File: src/hdl/slsk_pkg.sv
// Package for the searchable LIFO stack: field widths, command and status codes,
// cell control struct and sequencer states. No dependencies.
`timescale 1ns / 1ps
`default_nettype none

package slsk_pkg;

  localparam int CMD_W    = 3;
  localparam int VALUE_W  = 32;
  localparam int DATA_W   = 32;
  localparam int POS_W    = 4;
  localparam int STATUS_W = 2;
  localparam int FILL_W   = 5;

  localparam logic [CMD_W-1:0] CMD_PUSH   = 3'd0;
  localparam logic [CMD_W-1:0] CMD_POP    = 3'd1;
  localparam logic [CMD_W-1:0] CMD_PEEK   = 3'd2;
  localparam logic [CMD_W-1:0] CMD_CLEAR  = 3'd3;
  localparam logic [CMD_W-1:0] CMD_SEARCH = 3'd4;

  localparam logic [STATUS_W-1:0] ST_OK    = 2'd0;
  localparam logic [STATUS_W-1:0] ST_EMPTY = 2'd1;
  localparam logic [STATUS_W-1:0] ST_FULL  = 2'd2;

  typedef struct packed {
    logic push;
    logic pop;
    logic capture;
    logic scan;
  } slsk_ctrl_t;

  typedef enum logic [1:0] {
    S_IDLE,
    S_EXEC,
    S_SCAN
  } state_t;

endpackage

`default_nettype wire

File: src/hdl/slsk_cell.sv
// One stack cell: a stored word plus a search match flag, shifting with its neighbors.
// Depends on slsk_pkg.
`timescale 1ns / 1ps
`default_nettype none

module slsk_cell import slsk_pkg::*; #(
  parameter int WORD_BITS = 32,
  parameter int CW        = 5,
  parameter int INDEX     = 0
) (
  input  logic                 clk,
  input  slsk_ctrl_t           ctrl,
  input  logic [WORD_BITS-1:0] up_word,
  input  logic [WORD_BITS-1:0] dn_word,
  input  logic                 up_flag,
  input  logic [WORD_BITS-1:0] key,
  input  logic [CW-1:0]        count,
  output logic [WORD_BITS-1:0] word,
  output logic                 flag
);

  always_ff @(posedge clk) begin
    if (ctrl.push) begin
      word <= up_word;
    end else if (ctrl.pop) begin
      word <= dn_word;
    end
  end

  // cells at or above the fill level never match
  always_ff @(posedge clk) begin
    if (ctrl.capture) begin
      flag <= (word == key) && (CW'(INDEX) < count);
    end else if (ctrl.scan) begin
      flag <= up_flag;
    end
  end

endmodule

`default_nettype wire

File: config.mk
export PLATFORM = sky130hd
export DESIGN_NAME = slsk_cell
export DESIGN_NICKNAME = d
export VERILOG_FILES = /design/src/hdl/slsk_pkg.sv /design/src/hdl/slsk_cell.sv
export SDC_FILE = /design/constraint.sdc
export NUM_CORES = 1
export LEC_CHECK = 0
export BUFFER_PORTS_ARGS = -buffer_cell sky130_fd_sc_hd__buf_2
export CAP_MARGIN = 10
export CORE_ASPECT_RATIO = 0.75
export CORE_MARGIN = 1.5
export CORE_UTILIZATION = 35
export DETAILED_ROUTE_END_ITERATION = 10
export PLACE_DENSITY = 0.73
export SLEW_MARGIN = 20
export SYNTH_ARGS = -nofsm -noshare
export SYNTH_HDL_FRONTEND = slang
export SYNTH_SLANG_ARGS = --single-unit
File: constraint.sdc
create_clock -name clk -period 1.79 [get_ports clk]
set_input_delay 0.0895 -clock clk [delete_from_list [all_inputs] [get_ports clk]]
set_output_delay 0.0895 -clock clk [all_outputs]
set_load 0.02 [all_outputs]
==> results of run 1 <==
## per-stage QoR
| stage | setup slack, ns | hold WS, ns | power, mW | area (µm²) |
|---|---|---|---|---|
| 3_3_place_gp | 0.2654 | 0.3766 | 1.518 | 2545 |
| 2_1_floorplan | 0.3784 | 0.2831 | 1.291 | 1755 |
| 4_1_cts | 0.2532 | 0.08333 | 2.033 | 2619 |
| 3_5_place_dp | 0.2643 | 0.3783 | 1.527 | 2545 |
| 6_report | 0.2765 | 0.09543 | 1.996 | 2619 |
| 5_1_grt | 0.1800 | 0.09237 | 2.111 | 2619 |
## final timing paths
kind,to,startpoint,slack (ns),depth (start not counted)
worst max-delay path,flag,word[15],0.28,4
worst min-delay path,flag,up_flag,0.1,3
worst max register to register,flag,word[15],0.28,4
worst min register to register,flag,word[0],0.74,3
## flip-flops by register name, indices dropped and copies added (netlist names)
signal  cells
flag        1
word       32
## synth_stat cells (all sizes together)
library cell and n:
nand3 1, mux2 32, clkbuf 1, o31ai 1, buf 3, nor2 1, nand2b 1, nor3 2
xnor2 1, or2 2, nand4 2, xor2 31, nor4 7, edfxtp 33, nand2 1
## routing by layer
metal  wire length [µm]  vias to the layer above  global-route usage [%]
li1                   -                      733                       -
met1               1637                      667                   15.98
met4                 36                        0                   4.918
met2               2048                       88                   28.30
met3                507                        5                   6.460
met5                  0                        -                       0
## cell type report
class	count	area (µm²)	area share [%]
Tap cell	60	75.07	2.867
Sequential cell	33	991.0	37.84
Timing Repair Buffer	144	733.2	28.00
Multi-Input combinational cell	82	745.7	28.48
Clock buffer	5	68.82	2.628
Clock inverter	1	5.005	0.1911
## placed cells by master, fill, tap and decap left out, drive strengths merged
cell | netlist | layout
buf | 3 | 144
clkbuf | 1 | 5
clkinv | 0 | 1
edfxtp | 33 | 33
mux2 | 32 | 32
nand2 | 1 | 1
nand2b | 1 | 1
nand3 | 1 | 1
nand4 | 2 | 2
nor2 | 1 | 1
nor3 | 2 | 2
nor4 | 7 | 7
o31ai | 1 | 1
or2 | 2 | 2
xnor2 | 1 | 1
xor2 | 31 | 31
## critical path, stage by stage, from the launching register on
cell and delay (ns):
edfxtp_1 0.40, xor2_1 0.16, nor4_1 0.35, nand4_1 0.20, o31ai_1 0.25
## cell families (layout without fill, tap and decap cells)
family          after synthesis  count (layout)
compound gates                1               1
mux                          32              32
simple gates                 17              17
flops                        33              33
xor+xnor                     32              32
buf+inv                       4             150
## power by group
| group | internal (mW) | total (mW) | switching, mW |
|---|---|---|---|
| Combinational | 0.245 | 0.502 | 0.256 |
| Clock | 0.255 | 0.492 | 0.237 |
| Sequential | 0.953 | 1.00 | 0.0495 |
==> out/qor.csv, run 1 <==
stage,metric,value,unit
logic_synthesis,post-synthesis simple-gate area fraction,5.560,%
logic_synthesis,sequential element share of the synthesized area,56.45,%
power_and_ir_drop,static leakage,1.224,nW
sta,RSZ-0062 raised after global routing,false,
logic_synthesis,compound-gate portion of the synthesized area,0.4277,%
setup_path,CP endpoint kind,register,
cts,Post-CTS Repair Setup Buffers,0,
cts,"Reg clk slew, reported paths",0.06,ns
cts,hold buffer count at CTS,0,
drt,routed vias/inst,4.594,
global_routing,Tot GR Track Use,15.41,%
placement,Port Buffer Count,139,
sta,Final min period,1.514,ns
sta,Fin. Hold Viols,0,
floorplan,Rows,22,
cts,Longest Clk Path Bufs,2,
drt,DRT Wirelength,4.229,mm
drt,final routed DRC violation total,21,
sta,setup total negative slack,0,ns
logic_synthesis,area share of fa/ha/maj cells after synthesis,0,%
logic_synthesis,largest area contributor in the netlist,edfxtp_1,
setup_path,critical path class,reg -> reg,
final_layout,FILL cells,433,
cts,Worst-Skew Late Latency,0.27,ns
floorplan,die span in y,64.33,µm
final_layout,Final #Nets,373,
final_layout,"Core Util, Final",53.75,%
setup_path,crit-path max FO,2,
min_path,Worst Hold Class,in -> reg,
placement,Placer Congestion,0.6980,
setup_path,startpoint types,register,
logic_synthesis,synth top area cells,"edfxtp_1, mux2_2, xor2_1",
sta,Final Setup Violations,0,
final_layout,Layout Area Growth over Synthesis,49.18,%
sta,max-slew violation count,0,
final_layout,ANT cells,0,
logic_synthesis,Synth Cell Area,1755,µm²
logic_synthesis,xor and xnor fraction of the mapped netlist area,15.97,%
floorplan,top-level I/O count,140,
sta,timing-limited maximum frequency,660.7,MHz
cts,post-CTS sizing,0,
final_layout,Non-Filler Instances,325,
sta,Slew @ Worst Pin,0.3253,ns
logic_synthesis,largest family of logic cells by synthesized area,multiplexers,
cts,CTS buffer count,5,
drt,final antenna-violating net count,0,
logic_synthesis,Yosys top cell area share,56.45,%
outcome,status,finished with violations,
drt,1st-iter DRT viols,31,
drt,Avg WL per Cell,13.01,µm
cts,H-tree depth,2,
outcome,violated checks,design-rule violations,
power_and_ir_drop,VDD IR max,386.5,µV
cts,CTS Root Buffer Type,clkbuf_8,
logic_synthesis,Post-Syn Nets,226,
final_layout,fraction of layout cells with a size suffix above 1,69.43,%
global_routing,Overflow after GRT,0,
logic_synthesis,Post-Syn Area per Cell,14.75,µm²
floorplan,Initial Util,36.03,%
global_routing,first-pass GRT wire length,6.348,mm
cts,CTS tree,done,
global_routing,number of antenna violations at the first check in global routing,0,
placement,hpwl dp,3.521,mm
logic_synthesis,Yosys reg bits,33,
sta,Final Skew,0.003718,ns
logic_synthesis,Mapped Cells,119,
global_routing,vias in the first global route,1483,
sta,Slew Limit Headroom,78.11,%
floorplan,die area,5454,µm²
placement,Cells after DPL,319,
setup_path,"Data required, critical path",1.90,ns
floorplan,Chip Width,84.78,µm
global_routing,largest net degree at the start of global routing,18,
power_and_ir_drop,Pwr Density,762.3,nW/µm²
drt,DRT Pass-1 Iters,7,
logic_synthesis,multiplexer area fraction after synthesis,20.53,%
sta,Final period util,84.56,%
setup_path,WP data arrival,1.62,ns
flow_run,Max-Cap Viols,0,
logic_synthesis,library cells used by synthesis,15,
logic_synthesis,YS warnings,0,
drt,Vias,1493,
floorplan,core area,4872,µm²
cts,CTS Sinks,33,
Power figures use the tool's default switching activity.
==> run 2: changes to the inputs <==
--- a/config.mk
+++ b/config.mk
@@ -5,13 +5,14 @@
 export SDC_FILE = /design/constraint.sdc
 export NUM_CORES = 1
 export LEC_CHECK = 0
+export ABC_AREA = 1
 export BUFFER_PORTS_ARGS = -buffer_cell sky130_fd_sc_hd__buf_2
 export CAP_MARGIN = 10
 export CORE_ASPECT_RATIO = 0.75
 export CORE_MARGIN = 1.5
 export CORE_UTILIZATION = 35
 export DETAILED_ROUTE_END_ITERATION = 10
-export PLACE_DENSITY = 0.73
+export PLACE_DENSITY = 0.7
 export SLEW_MARGIN = 20
 export SYNTH_ARGS = -nofsm -noshare
 export SYNTH_HDL_FRONTEND = slang
==> constraint.sdc (replaced) <==
create_clock -name clk -period 1.5 [get_ports clk]
set_input_delay 0.075 -clock clk [delete_from_list [all_inputs] [get_ports clk]]
set_output_delay 0.075 -clock clk [all_outputs]
set_load 0.02 [all_outputs]
==> out/qor.csv, run 2 <==
stage,metric,value,unit,change
outcome,status,completed,,was finished with violations
final_layout,fraction of layout cells with a size suffix above 1,35.75,%,was 69.43%
cts,CTS tree,done,,unchanged
final_layout,Storage cell area,991.0,µm²,unchanged
logic_synthesis,Post-Syn Nets,379,,was 226
global_routing,largest net degree at the start of global routing,34,,was 18
setup_path,Levels on crit path,7,,was 4
logic_synthesis,largest area contributor in the netlist,edfxtp_1,,unchanged
placement,Port Buffer Count,139,,unchanged
setup_path,WP data arrival,1.39,ns,was 1.62 ns
setup_path,"Data required, critical path",1.65,ns,was 1.90 ns
drt,1st-iter DRT viols,48,,was 31
power_and_ir_drop,VDD IR max,397.4,µV,was 386.5 µV
logic_synthesis,"top cells by count, synth","nand2_1, inv_1, edfxtp_1, nor2_1, xnor2_1",,"was edfxtp_1, mux2_2, xor2_1, nor4_1, buf_2"
sta,Fin. Hold Viols,0,,unchanged
drt,routed vias/inst,4.233,,was 4.594
cts,post-CTS sizing,0,,unchanged
global_routing,Overflow after GRT,0,,unchanged
logic_synthesis,ys async rst share,0,%,unchanged
setup_path,CP Buf/Inv Count,0,,unchanged
global_routing,first-pass GRT wire length,8.376,mm,was 6.348 mm
setup_path,crit-path max cell delay,0.42,ns,was 0.40 ns
floorplan,die span in y,68.11,µm,was 64.33 µm
floorplan,core area,5381,µm²,was 4872 µm²
logic_synthesis,YS warnings,0,,unchanged
setup_path,"CP delay by family, top",simple AND/OR/NAND/NOR gates,,unchanged
placement,pre-CTS setup slack,0.2699,ns,was 0.2643 ns
power_and_ir_drop,static leakage,1.623,nW,was 1.224 nW
sta,RSZ-0062 raised after global routing,false,,unchanged
flow_run,Max-Cap Viols,0,,unchanged
setup_path,crit-path max FO,2,,unchanged
drt,Vias,2070,,was 1493
setup_path,R2R depth,7,,was 4
sta,Final Setup Violations,0,,unchanged
global_routing,vias in the first global route,1882,,was 1483
global_routing,number of antenna violations at the first check in global routing,0,,unchanged
floorplan,Chip Width,89.81,µm,was 84.78 µm
power_and_ir_drop,Pwr Density,887.4,nW/µm²,was 762.3 nW/µm²
final_layout,ANT cells,0,,unchanged
logic_synthesis,Yosys reg bits,33,,unchanged
final_layout,Largest register FFs,32,,unchanged
final_layout,Layout Area Growth over Synthesis,43.07,%,was 49.18%
sta,setup total negative slack,0,ns,unchanged
cts,Post-CTS Repair Setup Buffers,0,,unchanged
floorplan,top-level I/O count,140,,unchanged
logic_synthesis,Mapped Cells,272,,was 119
sta,Final min period,1.244,ns,was 1.514 ns
drt,DRT Pass-1 Iters,4,,was 7
cts,H-tree depth,2,,unchanged
final_layout,largest registers,"word: 32 flops, flag: 1 flops",,unchanged
setup_path,CP Cell Sequence,xnor2_1 > nand2_1 > nor2_1 > nand2_1 > nor2_1 > nand2_1 > nand2_1,,was xor2_1 > nor4_1 > nand4_1 > o31ai_1
sta,max-slew violation count,0,,unchanged
setup_path,critical path class,reg -> reg,,unchanged
global_routing,Tot GR Track Use,17.59,%,was 15.41%
drt,DRT Wirelength,5.414,mm,was 4.229 mm
sta,hold slack,0.05768,ns,was 0.09543 ns
sta,timing-limited maximum frequency,803.9,MHz,was 660.7 MHz
logic_synthesis,Post-synth EDFFs,33,,unchanged
setup_path,startpoint types,register,,unchanged
logic_synthesis,library cells used by synthesis,11,,was 15
final_layout,Final #Nets,520,,was 373
final_layout,Multi-input gate area,812.0,µm²,was 745.7 µm²
sta,Final WS setup,0.2561,ns,was 0.2765 ns
cts,"Reg clk slew, reported paths",0.07,ns,was 0.06 ns
placement,Post-DP Area,2750,µm²,was 2545 µm²
final_layout,Biggest register,word,,unchanged
sta,Slew @ Worst Pin,0.7568,ns,was 0.3253 ns
min_path,Worst Hold Class,in -> reg,,unchanged
setup_path,CP max-delay cell,edfxtp_1,,unchanged
final_layout,"most common cell after layout, fill and taps aside",nand2_1,,was buf_2
final_layout,"commonest cells after routing, fill and taps aside","nand2_1, buf_2, inv_1",,"was buf_2, edfxtp_1, mux2_2"
placement,hpwl dp,4.310,mm,was 3.521 mm
drt,final routed DRC violation total,0,,was 21
logic_synthesis,Synth Cell Area,1978,µm²,was 1755 µm²
placement,Placer Congestion,0.8245,,was 0.6980
sta,Final Skew,0.003991,ns,was 0.003718 ns
drt,final antenna-violating net count,0,,unchanged
final_layout,cell area after layout,2830,µm²,was 2619 µm²
logic_synthesis,Post-Syn Area per Cell,7.273,µm²,was 14.75 µm²
floorplan,die area,6117,µm²,was 5454 µm²
logic_synthesis,"count leader, synth",nand2_1,,was edfxtp_1
floorplan,Initial Util,36.76,%,was 36.03%
setup_path,CP endpoint kind,register,,unchanged
sta,Final period util,82.93,%,was 84.56%
setup_path,"most used cell, CP",nand2_1,,
logic_synthesis,sequential element share of the synthesized area,50.09,%,was 56.45%
cts,CTS buffer count,5,,unchanged
cts,Longest Clk Path Bufs,2,,unchanged
cts,hold buffer count at CTS,0,,unchanged
floorplan,Rows,23,,was 22
logic_synthesis,synth top area cells,"edfxtp_1, nand2_1, inv_1",,"was edfxtp_1, mux2_2, xor2_1"
min_path,worst hold path depth,3,,unchanged
cts,Worst-Skew Late Latency,0.28,ns,was 0.27 ns
final_layout,FILL cells,528,,was 433
drt,Avg WL per Cell,11.07,µm,was 13.01 µm
cts,CTS Sinks,33,,unchanged
power_and_ir_drop,total power draw,2.512,mW,was 1.996 mW
logic_synthesis,most used flip-flop cell after synthesis,edfxtp_1,,unchanged
sta,Slew Limit Headroom,49.55,%,was 78.11%
cts,CTS Root Buffer Type,clkbuf_8,,unchanged
logic_synthesis,Yosys top cell area share,50.09,%,was 56.45%
-- run 2: changes by cell type after synthesis, sizes merged, moves of 2 or more --
cell,before,now
buf,3,5
inv,0,38
mux2,32,0
nand2,1,152
nand4,2,6
nor2,1,20
nor3,2,0
nor4,7,0
xnor2,1,12
xor2,31,0
-- run 2: worst paths after layout --
path                             startpoint        to  slack (ns)
worst max-delay path               word[26]      flag        0.26
worst min-delay path            dn_word[28]  word[28]        0.06
worst max register to register     word[26]      flag        0.26
worst min register to register      word[5]      flag        0.90
-- run 2: kinds of logic (layout without fill, tap and decap cells) --
logic type      Yosys count  in the layout  synth area share, %
compound gates            1              1               0.3165
flops                    33             33                50.09
buf+inv                  45            187                8.855
simple gates            181            181                35.42
xor+xnor                 12             12                5.313
-- run 2: routing by layer --
metal | track usage, % | wire length [µm]
met1 | 22.38 | 2497
met3 | 3.222 | 308
met2 | 31.01 | 2560
met4 | 5.754 | 48
met5 | 0 | 0
-- run 2: tightest hold or removal path, cell delays in order --
cell     delay, ns
buf_2         0.07
nand2_1       0.04
nand2_1       0.04
-- run 2: per-stage QoR --
stage	utilization [%]	cells
global route	52.59	489
CTS	52.59	489
global placement	51.10	481
finish	52.59	489
floorplan	-	272
detailed placement	51.10	481
-- run 2: final cells by class --
type	instances	area share, %
sequential	33	35.01
multi-input combinational	194	28.69
timing repair buffer	141	25.11
inverter	38	5.040
tap	75	3.316
clock buffer	8	2.829
-- run 2: power by group --
| part | internal, mW | total, mW | switching [mW] | leakage (nW) |
|---|---|---|---|---|
| sequential | 1.14 | 1.21 | 0.0696 | 0.340 |
| clock | 0.330 | 0.640 | 0.310 | 0.0395 |
| combinational | 0.281 | 0.664 | 0.383 | 1.24 |
